--- src/hdl/i2crs_pkg.sv ---
package i2crs_pkg;

	localparam int BUFFER_DEPTH_DEF = 16;

	// request types
	localparam logic REQ_START = 1'b0;
	localparam logic REQ_EVENT = 1'b1;

	// bus event codes
	localparam logic [2:0] EV_START_SENT = 3'd0;
	localparam logic [2:0] EV_TX_SEL     = 3'd1;
	localparam logic [2:0] EV_BYTE_TXING = 3'd2;
	localparam logic [2:0] EV_BYTE_TXED  = 3'd3;
	localparam logic [2:0] EV_RX_SEL     = 3'd4;
	localparam logic [2:0] EV_BYTE_RXED  = 3'd5;

	// transmit kinds
	localparam logic [1:0] TX_NONE     = 2'd0;
	localparam logic [1:0] TX_ADDR_WR  = 2'd1;
	localparam logic [1:0] TX_ADDR_RD  = 2'd2;
	localparam logic [1:0] TX_DATA     = 2'd3;

	typedef struct packed {
		logic       req_type;
		logic [7:0] slave_address;
		logic [7:0] register_address;
		logic [4:0] read_count;
		logic       bus_busy;
		logic [2:0] event_code;
		logic [7:0] received_byte;
	} item_t;

	typedef struct packed {
		logic       accepted;
		logic       gen_start;
		logic       gen_stop;
		logic [1:0] tx_kind;
		logic [7:0] tx_byte;
		logic       ack_on;
		logic       buf_irq_on;
		logic       evt_irq_on;
		logic       store_valid;
		logic [3:0] store_index;
		logic [7:0] store_data;
		logic       done_res;
	} result_t;

	typedef struct packed {
		logic [7:0] target_address;
		logic [7:0] sub_address;
		logic [4:0] bytes_left;
		logic [3:0] write_position;
		logic       read_phase;
		logic       finished;
		logic       ack_enable;
		logic       buf_irq_enable;
		logic       evt_irq_enable;
	} state_t;

	localparam state_t STATE_RESET = '{
		target_address: 8'd0,
		sub_address:    8'd0,
		bytes_left:     5'd0,
		write_position: 4'd0,
		read_phase:     1'b0,
		finished:       1'b1,
		ack_enable:     1'b1,
		buf_irq_enable: 1'b0,
		evt_irq_enable: 1'b0
	};

endpackage

--- src/hdl/i2crs_step.sv ---
module i2crs_step import i2crs_pkg::*; #(
	parameter int BUFFER_DEPTH = BUFFER_DEPTH_DEF
) (
	input  state_t  cur,
	input  item_t   item,
	output state_t  nxt,
	output result_t res
);

	logic [4:0] left_dec;

	assign left_dec = cur.bytes_left - 5'd1;

	always_comb begin
		nxt = cur;
		res = '0;
		if (item.req_type == REQ_START) begin
			if (!item.bus_busy) begin
				nxt.target_address = item.slave_address;
				nxt.sub_address    = item.register_address;
				if (int'(item.read_count) > BUFFER_DEPTH) begin
					nxt.bytes_left = 5'(BUFFER_DEPTH);
				end else begin
					nxt.bytes_left = item.read_count;
				end
				nxt.write_position = 4'd0;
				nxt.read_phase     = 1'b0;
				nxt.finished       = 1'b0;
				nxt.ack_enable     = 1'b1;
				nxt.buf_irq_enable = 1'b1;
				nxt.evt_irq_enable = 1'b1;
				res.gen_start      = 1'b1;
				res.accepted       = 1'b1;
			end
		end else if (!cur.finished) begin
			case (item.event_code)
				EV_START_SENT: begin
					if (cur.read_phase) begin
						res.tx_kind = TX_ADDR_RD;
						res.tx_byte = cur.target_address | 8'h01;
					end else begin
						res.tx_kind = TX_ADDR_WR;
						res.tx_byte = cur.target_address & 8'hFE;
					end
				end
				EV_TX_SEL: begin
					res.tx_kind = TX_DATA;
					res.tx_byte = cur.sub_address;
					nxt.buf_irq_enable = 1'b0;
				end
				EV_BYTE_TXING: begin
					nxt.buf_irq_enable = 1'b0;
				end
				EV_BYTE_TXED: begin
					if (cur.bytes_left == 5'd0) begin
						res.gen_stop = 1'b1;
						nxt.evt_irq_enable = 1'b0;
						nxt.finished = 1'b1;
					end else begin
						nxt.read_phase = 1'b1;
						nxt.buf_irq_enable = 1'b1;
						res.gen_start = 1'b1;
					end
				end
				EV_RX_SEL: begin
					if (cur.bytes_left == 5'd1) begin
						nxt.ack_enable = 1'b0;
						res.gen_stop = 1'b1;
					end
				end
				EV_BYTE_RXED: begin
					if (cur.bytes_left != 5'd0) begin
						res.store_valid = 1'b1;
						res.store_index = cur.write_position;
						res.store_data  = item.received_byte;
						nxt.write_position = cur.write_position + 4'd1;
						nxt.bytes_left = left_dec;
						// one byte to go: NACK it and close with STOP
						if (left_dec == 5'd1) begin
							nxt.ack_enable = 1'b0;
							res.gen_stop = 1'b1;
						end else if (left_dec == 5'd0) begin
							nxt.finished = 1'b1;
						end
					end
				end
				default: begin
				end
			endcase
		end
		res.ack_on     = nxt.ack_enable;
		res.buf_irq_on = nxt.buf_irq_enable;
		res.evt_irq_on = nxt.evt_irq_enable;
		res.done_res   = nxt.finished;
	end

endmodule

--- src/hdl/i2c_master_register_read_sequencer.sv ---
// Each word passes through the input register and then the result register.
// Throughput: one word per cycle unless out_ready stalls the output; the sequencer
// state and the result register update together at a single edge, so consecutive
// words never wait on each other.
// Reset (arst_n low, asynchronous): pipeline valids clear, sequencer goes idle with
// acknowledge enabled and both interrupts disabled.
module i2c_master_register_read_sequencer import i2crs_pkg::*; #(
	parameter int BUFFER_DEPTH = BUFFER_DEPTH_DEF
) (
	input  logic       clk,
	input  logic       arst_n,

	input  logic       in_valid,
	output logic       in_ready,
	input  logic       req_type,
	input  logic [7:0] slave_address,
	input  logic [7:0] register_address,
	input  logic [4:0] read_count,
	input  logic       bus_busy,
	input  logic [2:0] event_code,
	input  logic [7:0] received_byte,

	output logic       out_valid,
	input  logic       out_ready,
	output logic       accepted,
	output logic       gen_start,
	output logic       gen_stop,
	output logic [1:0] tx_kind,
	output logic [7:0] tx_byte,
	output logic       ack_on,
	output logic       buf_irq_on,
	output logic       evt_irq_on,
	output logic       store_valid,
	output logic [3:0] store_index,
	output logic [7:0] store_data,
	output logic       done_res
);

	// Stage 1: input register holding one word.
	item_t   item_s1;
	logic    valid_s1;

	// Stage 2: result register, plus the sequencer state that it reflects.
	result_t res_s2;
	logic    valid_s2;
	state_t  state_q;

	state_t  state_nxt;
	result_t res_nxt;
	logic    adv_s2;
	logic    take_in;

	// The result register loads when a word waits and it is empty or being drained;
	// the input register refills at the same edge, so full rate holds under flow.
	assign adv_s2   = valid_s1 && (!valid_s2 || out_ready);
	assign in_ready = !valid_s1 || adv_s2;
	assign take_in  = in_valid && in_ready;

	// All per-word work: combinational compares, a decrement and selects on the state.
	i2crs_step #(
		.BUFFER_DEPTH(BUFFER_DEPTH)
	) u_step (
		.cur  (state_q),
		.item (item_s1),
		.nxt  (state_nxt),
		.res  (res_nxt)
	);

	always_ff @(posedge clk or negedge arst_n) begin
		if (!arst_n) begin
			valid_s1 <= 1'b0;
			valid_s2 <= 1'b0;
			state_q  <= STATE_RESET;
		end else begin
			if (take_in) begin
				valid_s1 <= 1'b1;
			end else if (adv_s2) begin
				valid_s1 <= 1'b0;
			end
			if (adv_s2) begin
				valid_s2 <= 1'b1;
				state_q  <= state_nxt;
			end else if (out_ready) begin
				valid_s2 <= 1'b0;
			end
		end
	end

	// Payload registers: no reset needed, qualified by the valids above.
	always_ff @(posedge clk) begin
		if (take_in) begin
			item_s1 <= '{
				req_type:         req_type,
				slave_address:    slave_address,
				register_address: register_address,
				read_count:       read_count,
				bus_busy:         bus_busy,
				event_code:       event_code,
				received_byte:    received_byte
			};
		end
		if (adv_s2) begin
			res_s2 <= res_nxt;
		end
	end

	assign out_valid   = valid_s2;
	assign accepted    = res_s2.accepted;
	assign gen_start   = res_s2.gen_start;
	assign gen_stop    = res_s2.gen_stop;
	assign tx_kind     = res_s2.tx_kind;
	assign tx_byte     = res_s2.tx_byte;
	assign ack_on      = res_s2.ack_on;
	assign buf_irq_on  = res_s2.buf_irq_on;
	assign evt_irq_on  = res_s2.evt_irq_on;
	assign store_valid = res_s2.store_valid;
	assign store_index = res_s2.store_index;
	assign store_data  = res_s2.store_data;
	assign done_res    = res_s2.done_res;

endmodule

--- config.mk ---
export PLATFORM = sky130hd
export DESIGN_NAME = i2c_master_register_read_sequencer
export DESIGN_NICKNAME = d
export VERILOG_FILES = /design/src/hdl/i2crs_pkg.sv /design/src/hdl/i2crs_step.sv /design/src/hdl/i2c_master_register_read_sequencer.sv
export SDC_FILE = /design/constraint.sdc
export NUM_CORES = 1
export LEC_CHECK = 0
export ABC_AREA = 1
export ABC_CLOCK_PERIOD_IN_PS = 2500
export BUFFER_PORTS_ARGS = -buffer_cell sky130_fd_sc_hd__buf_2
export CAP_MARGIN = 40
export CORE_MARGIN = 1.5
export CORE_UTILIZATION = 55
export CTS_CLUSTER_DIAMETER = 150
export DETAILED_ROUTE_END_ITERATION = 6
export GPL_TIMING_DRIVEN = 0
export PLACE_DENSITY_LB_ADDON = 0.1
export RECOVER_POWER = 100
export SYNTH_ARGS = -nofsm -noshare
export SYNTH_HDL_FRONTEND = slang
export SYNTH_SLANG_ARGS = --single-unit
--- constraint.sdc ---
create_clock -name clk -period 2.5 [get_ports clk]
set_clock_uncertainty 0.15 [all_clocks]
set_input_delay 0.5 -clock clk [delete_from_list [all_inputs] [get_ports clk]]
set_output_delay 0.5 -clock clk [all_outputs]
set_load 0.01 [all_outputs]
==> results of run 1 <==
[sequential cells by signal, summed over array words and instances (netlist names), 2 cells and up]
| name | flops |
|---|---|
| store_index | 4 |
| tx_byte | 8 |
| state_q | 29 |
| store_data | 8 |
| item_s1 | 33 |
| tx_kind | 2 |
[Yosys cell counts]
cell type / count / area (µm²)
dfrtp_1: 29 / 726
edfxtp_1: 63 / 1890
nor4_1: 1 / 6.26
o22ai_1: 3 / 18.8
ha_1: 6 / 75.1
nor2_1: 22 / 82.6
buf_2: 2 / 10.0
nand3_1: 12 / 60.1
nor2_8: 1 / 20.0
inv_2: 2 / 7.51
nor2_4: 3 / 33.8
nor3_1: 1 / 5.00
nand3_4: 1 / 17.5
inv_1: 36 / 135
o21ai_0: 4 / 20.0
buf_4: 1 / 7.51
nand3_2: 1 / 10.0
or2_1: 1 / 6.26
nand4_1: 3 / 18.8
o211ai_2: 1 / 12.5
buf_12: 1 / 20.0
a21oi_1: 14 / 70.1
nand2_4: 2 / 22.5
o21ai_2: 7 / 61.3
inv_4: 2 / 12.5
a31oi_1: 2 / 12.5
buf_6: 2 / 22.5
a22oi_1: 2 / 15.0
nand2_1: 96 / 360
nand2_2: 2 / 12.5
xor2_1: 3 / 26.3
dfstp_2: 2 / 52.6
clkbuf_1: 1 / 3.75
[metal layers]
metal  wire (µm)  part of all wire (%)  up-vias
met2        3130                    47       71
met3         292                   4.4       11
li1            -                     -     1242
met5           0                     0        -
met1        3180                    47     1140
met4         108                   1.6        0
[kinds of logic (layout without fill, tap and decap cells)]
group           Yosys count  after routing  share of synthesized area [%]
fa+ha+maj                 6              6                           1.95
flops                    94             94                           69.2
simple gates            146            146                           17.0
compound gates           33             33                           5.45
buf+inv                  47            132                           5.68
xor+xnor                  3              3                          0.682
[placed cells by master (no fill, tap or decap), types with 6 or more instances in the layout]
master,synthesis,routed
edfxtp_1,63,63
nand2_1,96,98
ha_1,6,6
inv_1,36,36
dfrtp_1,29,29
nor2_1,22,23
clkbuf_8,0,9
a21oi_1,14,14
nand3_1,12,14
buf_2,2,34
clkbuf_1,1,38
o21ai_0,4,8
[worst paths after layout]
kind / to / slack [ns] / cells past startpoint
max: state_q[19] / 0.32 / 9
min: item_s1[31] / 0.16 / 1
max reg2reg: state_q[19] / 0.32 / 9
min reg2reg: state_q[29] / 0.29 / 2
max in group asynchronous: state_q[14] / 0.77 / 1
min in group asynchronous: state_q[11] / 0.43 / 1
[report_power, final]
| group | internal (mW) | switching, mW | total (mW) |
|---|---|---|---|
| clock network | 0.378 | 0.549 | 0.927 |
| logic | 0.277 | 0.511 | 0.789 |
| registers | 1.97 | 0.144 | 2.12 |
[metrics by stage]
stage	hold WS (ns)	area, µm²	utilization [%]
2_1_floorplan	0.0544	3860	-
3_3_place_gp	0.273	4320	63.5
3_5_place_dp	0.278	4340	63.9
4_1_cts	0.0676	4520	66.6
5_1_grt	0.144	4400	64.7
6_report	0.157	4400	64.7
[worst register-to-register path: stages (launching register included)]
cell	delay, ns
dfrtp_1	0.41
nand2_1	0.09
nand2_1	0.10
inv_2	0.60
nand2_2	0.12
buf_6	0.19
inv_4	0.08
clkbuf_2	0.24
nand2_1	0.09
nand2_1	0.07
[area by class of cell]
cell class	count	area, µm²	area share, %
Inverter	40	155	3.53
Tap cell	96	120	2.73
Timing Repair Buffer	69	303	6.89
Buffer	7	55.1	1.25
Multi-Input combinational cell	188	912	20.8
Sequential cell	94	2670	60.7
Clock inverter	6	52.6	1.20
Clock buffer	10	128	2.90
==> results.md, run 1 <==
- Cells along the critical path: nand2_1 > nand2_1 > inv_2 > nand2_2 > buf_6 > inv_4 > clkbuf_2 > nand2_1 > nand2_1
- Slowest stage cell, crit path: inv_2
- IO Port Bufs: 68
- Final period utilization: 87.2%
- Family with the most delay on the worst path: buffers and inverters
- Post-DRT Antenna Nets: 0
- Final max-slew violation count: 32
- Slew Limit Headroom: -14.8%
- Setup crit start: out_valid
- Largest net degree at the start of global routing: 38
- Netlist Area Pre-Place: 3860 µm²
- Die X: 86.7 µm
- Count of state elements after synthesis: 94
- Resize count post-CTS: 0
- Die Height: 86.7 µm
- Placed insts: 494
- DP Wirelength: 4.64 mm
- Total setup buffers inserted after CTS: 0
- Row count: 30
- Crit path kind: reg -> reg
- Critical path launch point type: register
- Critical Path Fanout Max: 37
- Hold Path Class: in -> reg
- RSZ-0062 raised after global routing: false
- Worst-path clk slew: 0.10 ns
- P&R area growth vs syn: 14.0%
- Worst Tran Pin Value: 1.72 ns
- Worst EP arrival: 2.33 ns
- Setup TNS: 0 ns
- Grt met1 use: 26.9%
- Failing checks: capacitance limit, slew limit
- YS warnings: 0
- Power Dens Cells: 872 nW/µm²
- CP most frequent cell: nand2_1
- Clk Latency, worst-skew pair: 0.35 ns
- Detailed-route DRC error count: 0
- Max clock buf depth: 2
- Final setup margin: 0.321 ns
- CTS Hold Bufs: 0
- DRT iter0 DRCs: 163
- Setup crit end kind: register
- Layout cells sized above 1: 16.4%
- Grt ovf: 0
- Clock Sinks: 94
- Vias per cell: 4.83
- All-Layer GR Usage: 19.3%
- # IOs: 70
- CTS Buf Count: 9
- Die area: 7520 µm²
- Sequential cell area fraction in the yosys report: 69.2%
- Fin crit period: 2.18 ns
- Required @ worst endpoint: 2.65 ns
- Nets: 453
- Worst path bufs/invs: 4
- Initial Util: 56.8%
- Final setup violation count: 0
- Max-cap violations: 1
- Vias: 2,464
- Final Instance Count excl. Fillers: 510
- DRT Pass-1 Iters: 4
- Placer Congestion: 0.797
- Fillers: 572
- Cells after synthesis: 329
- Initial antenna violation count: 0
- Global Route met2 Usage: 30.1%
- H-tree Lvls: 3
- Root Driver: clkbuf_8
- CTS tree: built
- Syn_area_per_cell: 11.7 µm²
- Total Power: 3.83 mW
- Dpl ws: 0.117 ns
- Vias in the first global route: 2,275
- FF-to-FF Start: out_valid
- VDD IR-drop max: 0.389 mV
- Leak Pwr: 1.90 nW
- Status: finished with violations
- Largest stage delay, worst path: 0.60 ns
- # diodes: 0
- GRT Max-Usage Layer: met2
- Worst Hold Launch: slave_address[6]
- Final wirelength: 6.71 mm
- Core area: 6790 µm²
- Upper clock frequency limit: 459 MHz
- Final hold vios: 0
- Drt wl/cell: 13.2 µm
- Global-route wire length before repair: 10.8 mm
- Cell variety after synth: 33
- Met3 Resource Use GR: 3.81%
- Synthesized Nets: 373
(Power assumes the default switching activity.)
==> run 2: changes to the inputs <==
--- a/config.mk
+++ b/config.mk
@@ -5,7 +5,6 @@
 export SDC_FILE = /design/constraint.sdc
 export NUM_CORES = 1
 export LEC_CHECK = 0
-export ABC_AREA = 1
 export ABC_CLOCK_PERIOD_IN_PS = 2500
 export BUFFER_PORTS_ARGS = -buffer_cell sky130_fd_sc_hd__buf_2
 export CAP_MARGIN = 40
==> results.md, run 2 <==
- Initial antenna violation count: 0
- R2R Setup Slk: 0.08 ns
- Setup crit end kind: register
- Final max-slew violation count: 32
- Vias: 2,362
- Nets: 412
- Dpl ws: -0.0889 ns
- Worst Hold Launch: slave_address[2]
- VDD IR-drop max: 0.486 mV
- Cell taking the most area after synthesis: edfxtp_1
- Design Area, Final: 4380 µm²
- Core area: 6490 µm²
- Synthesized Nets: 332
- Placer Congestion: 0.850
- DRT iter0 DRCs: 149
- # IOs: 70
- Reg2reg path depth: 7
- Multiplexer share of the synthesized area: 1.86%
- Most frequent cells in the layout: edfxtp_1, nand2_1, clkbuf_1, buf_2, dfrtp_1
- Area share of the largest cell type after synthesis: 50.2%
- DRT Pass-1 Iters: 5
- Post-DRT Antenna Nets: 0
- All-Layer GR Usage: 19.2%
- GRT Max-Usage Layer: met2
- Count leader, synth: edfxtp_1
- H-tree Lvls: 3
- Sequential cell area fraction in the yosys report: 70.9%
- Cells after synthesis: 288
- Fin crit period: 2.42 ns
- Final setup violation count: 0
- P&R area growth vs syn: 16.2%
- Switching share of power: 28.4%
- Synth Area in Compound Gates: 5.91%
- Clk Latency, worst-skew pair: 0.37 ns
- DP Wirelength: 4.32 mm
- Synth Area in Adders: 1.99%
- Leak Pwr: 1.79 nW
- Die area: 7350 µm²
- Root Driver: clkbuf_8
- Die X: 85.8 µm
- Largest net degree at the start of global routing: 34
- Worst EP arrival: 2.40 ns
- Clock Sinks: 94
- Count of state elements after synthesis: 94
- Reg power frac: 56.8%
- Critical path launch point type: register
- Synth area leaders: edfxtp_1, dfrtp_1, nand2_1
- Grt ovf: 0
- Row count: 29
- Die Height: 85.8 µm
- Netlist Area Pre-Place: 3770 µm²
- Global-route wire length before repair: 10.5 mm
- Crit path kind: reg -> reg
- Detailed-route DRC error count: 0
- Max clock buf depth: 2
- Worst Tran Pin Value: 1.73 ns
- Syn_area_per_cell: 13.1 µm²
- Reg with most FFs: item_s1
- Regs by FF count: item_s1 x33, state_q x29
- Power Dens Cells: 789 nW/µm²
- Upper clock frequency limit: 413 MHz
- Sw Pwr: 0.983 mW
- Largest family of logic cells by synthesized area: simple AND/OR/NAND/NOR gates
- IO Port Bufs: 68
- Combinational Power Share: 15.4%
- Ys flop type: edfxtp_1
- Final wirelength: 6.43 mm
- FF-to-FF Start: state_q[10]
- CTS tree: built
- Met3 Resource Use GR: 4.62%
- Hold Path Class: in -> reg
- Max reg flops: 33
- Fillers: 504
- YS warnings: 0
- Layout cells sized above 1: 18.2%
- Clock power frac: 27.8%
- Initial Util: 58.0%
- Status: finished with violations
- Async SR Flop Fraction: 33.0%
- Max-cap violations: 1
- Grt met1 use: 25.1%
- FF-to-FF End: gen_stop
- Final hold slack: 0.145 ns
- Worst-path clk slew: 0.10 ns
- Global Route met2 Usage: 30.6%
- RSZ-0062 raised after global routing: false
- Area of placed instances: 4230 µm²
- WHS Path Cells: 1
- Vias in the first global route: 2,255
- Vias per cell: 5.25
- Final hold vios: 0
- Final period utilization: 96.8%
- Critical Path Fanout Max: 8
- Required @ worst endpoint: 2.48 ns
- Number of synthesized flops with an enable pin: 63
- Slew Limit Headroom: -15.3%
- Post-synth top cells: edfxtp_1, nand2_1, dfrtp_1
- Post-Synth Simple-Gate Area: 16.2%
- Worst Hold End: item_s1[27]
- Internal power: 2.47 mW
- Drt wl/cell: 14.3 µm
- # diodes: 0
- CTS Buf Count: 9
- Final setup margin: 0.0804 ns
- Commonest non-fill, non-tap cell in the layout: edfxtp_1
- XOR/XNOR Fraction of Synth Area: 0.930%
- Cell variety after synth: 46
- Failing checks: capacitance limit, slew limit
==> run 2: changes by cell type in the layout (fill, tap and decap cells not counted), moves of 4 or more <==
cell / before / now
and2_1: 0 / 8
nand3b_1: 0 / 4
and2_0: 0 / 4
nand2_1: 98 / 55
inv_1: 36 / 6
mux2i_1: 0 / 7
and3_1: 0 / 4
nand3_1: 14 / 4
nand2b_1: 0 / 5
==> run 2: cell families (layout without fill, tap and decap cells) <==
kind of cell,count (synthesis),count (layout)
xor+xnor,4,4
mux,7,7
compound gates,33,33
simple gates,126,126
fa+ha+maj,6,6
buf+inv,18,103
flops,94,94
==> run 2: critical path, stage by stage (launching register included) <==
cell and delay, ns:
dfrtp_1 0.40, inv_1 0.12, ha_2 0.25, or4b_2 0.66
and3_1 0.20, o211ai_1 0.12, a21oi_1 0.11, o21a_1 0.17
==> run 2: worst max-delay path by stage <==
stage / start / end / slack [ns] / cells past startpoint
after global routing: state_q[10] / gen_stop / 0.01 / 7
after global placement: state_q[9] / ack_on / -0.08 / 8
final: state_q[10] / gen_stop / 0.08 / 7
after CTS: state_q[10] / ack_on / 0.04 / 7
after floorplan: state_q[9] / gen_stop / 0.09 / 8
after detailed placement: state_q[9] / done_res / -0.09 / 8
==> run 2: power groups by stage <==
stage | clock [mW] | combinational [mW] | sequential, mW
5_1_grt | 1.04 | 0.607 | 1.98
4_1_cts | 0.975 | 0.548 | 1.96
3_5_place_dp | 0 | 0.533 | 2.00
6_report | 0.961 | 0.532 | 1.96
3_3_place_gp | 0 | 0.514 | 1.99
2_1_floorplan | 0 | 0.348 | 2.00
==> run 2: layout make-up <==
class | count | area [µm²] | area share (%)
Clock inverter | 7 | 65.1 | 1.49
Buffer | 11 | 57.6 | 1.32
Tap cell | 77 | 96.3 | 2.20
Inverter | 6 | 22.5 | 0.515
Timing Repair Buffer | 70 | 327 | 7.46
Multi-Input combinational cell | 176 | 1010 | 23.2
Clock buffer | 9 | 124 | 2.83
Sequential cell | 94 | 2670 | 61.0
==> run 2: repair_timing <==
| item | CTS | global route |
|---|---|---|
| gates resized for setup | 1 | 4 |
| buffers inserted | 1 | 0 |
| setup endpoints to repair | 4 | 4 |
| hold buffers | 0 | 0 |
| hold endpoints to repair | 0 | 0 |
==> run 2: through the flow <==
stage,std cells,util [%],setup TNS [ns],total power [mW]
after floorplan,288,-,0,2.35
after global placement,433,64.7,-0.196,2.51
after detailed placement,434,65.1,-0.246,2.53
after CTS,450,68.1,0,3.48
after global routing,450,67.4,0,3.63
final,450,67.4,0,3.46
==> run 2: metal layers <==
layer | wire [µm] | vias up
li1 | - | 1168
met1 | 3010 | 1114
met2 | 2980 | 70
met3 | 311 | 10
met4 | 125 | 0
met5 | 0 | -
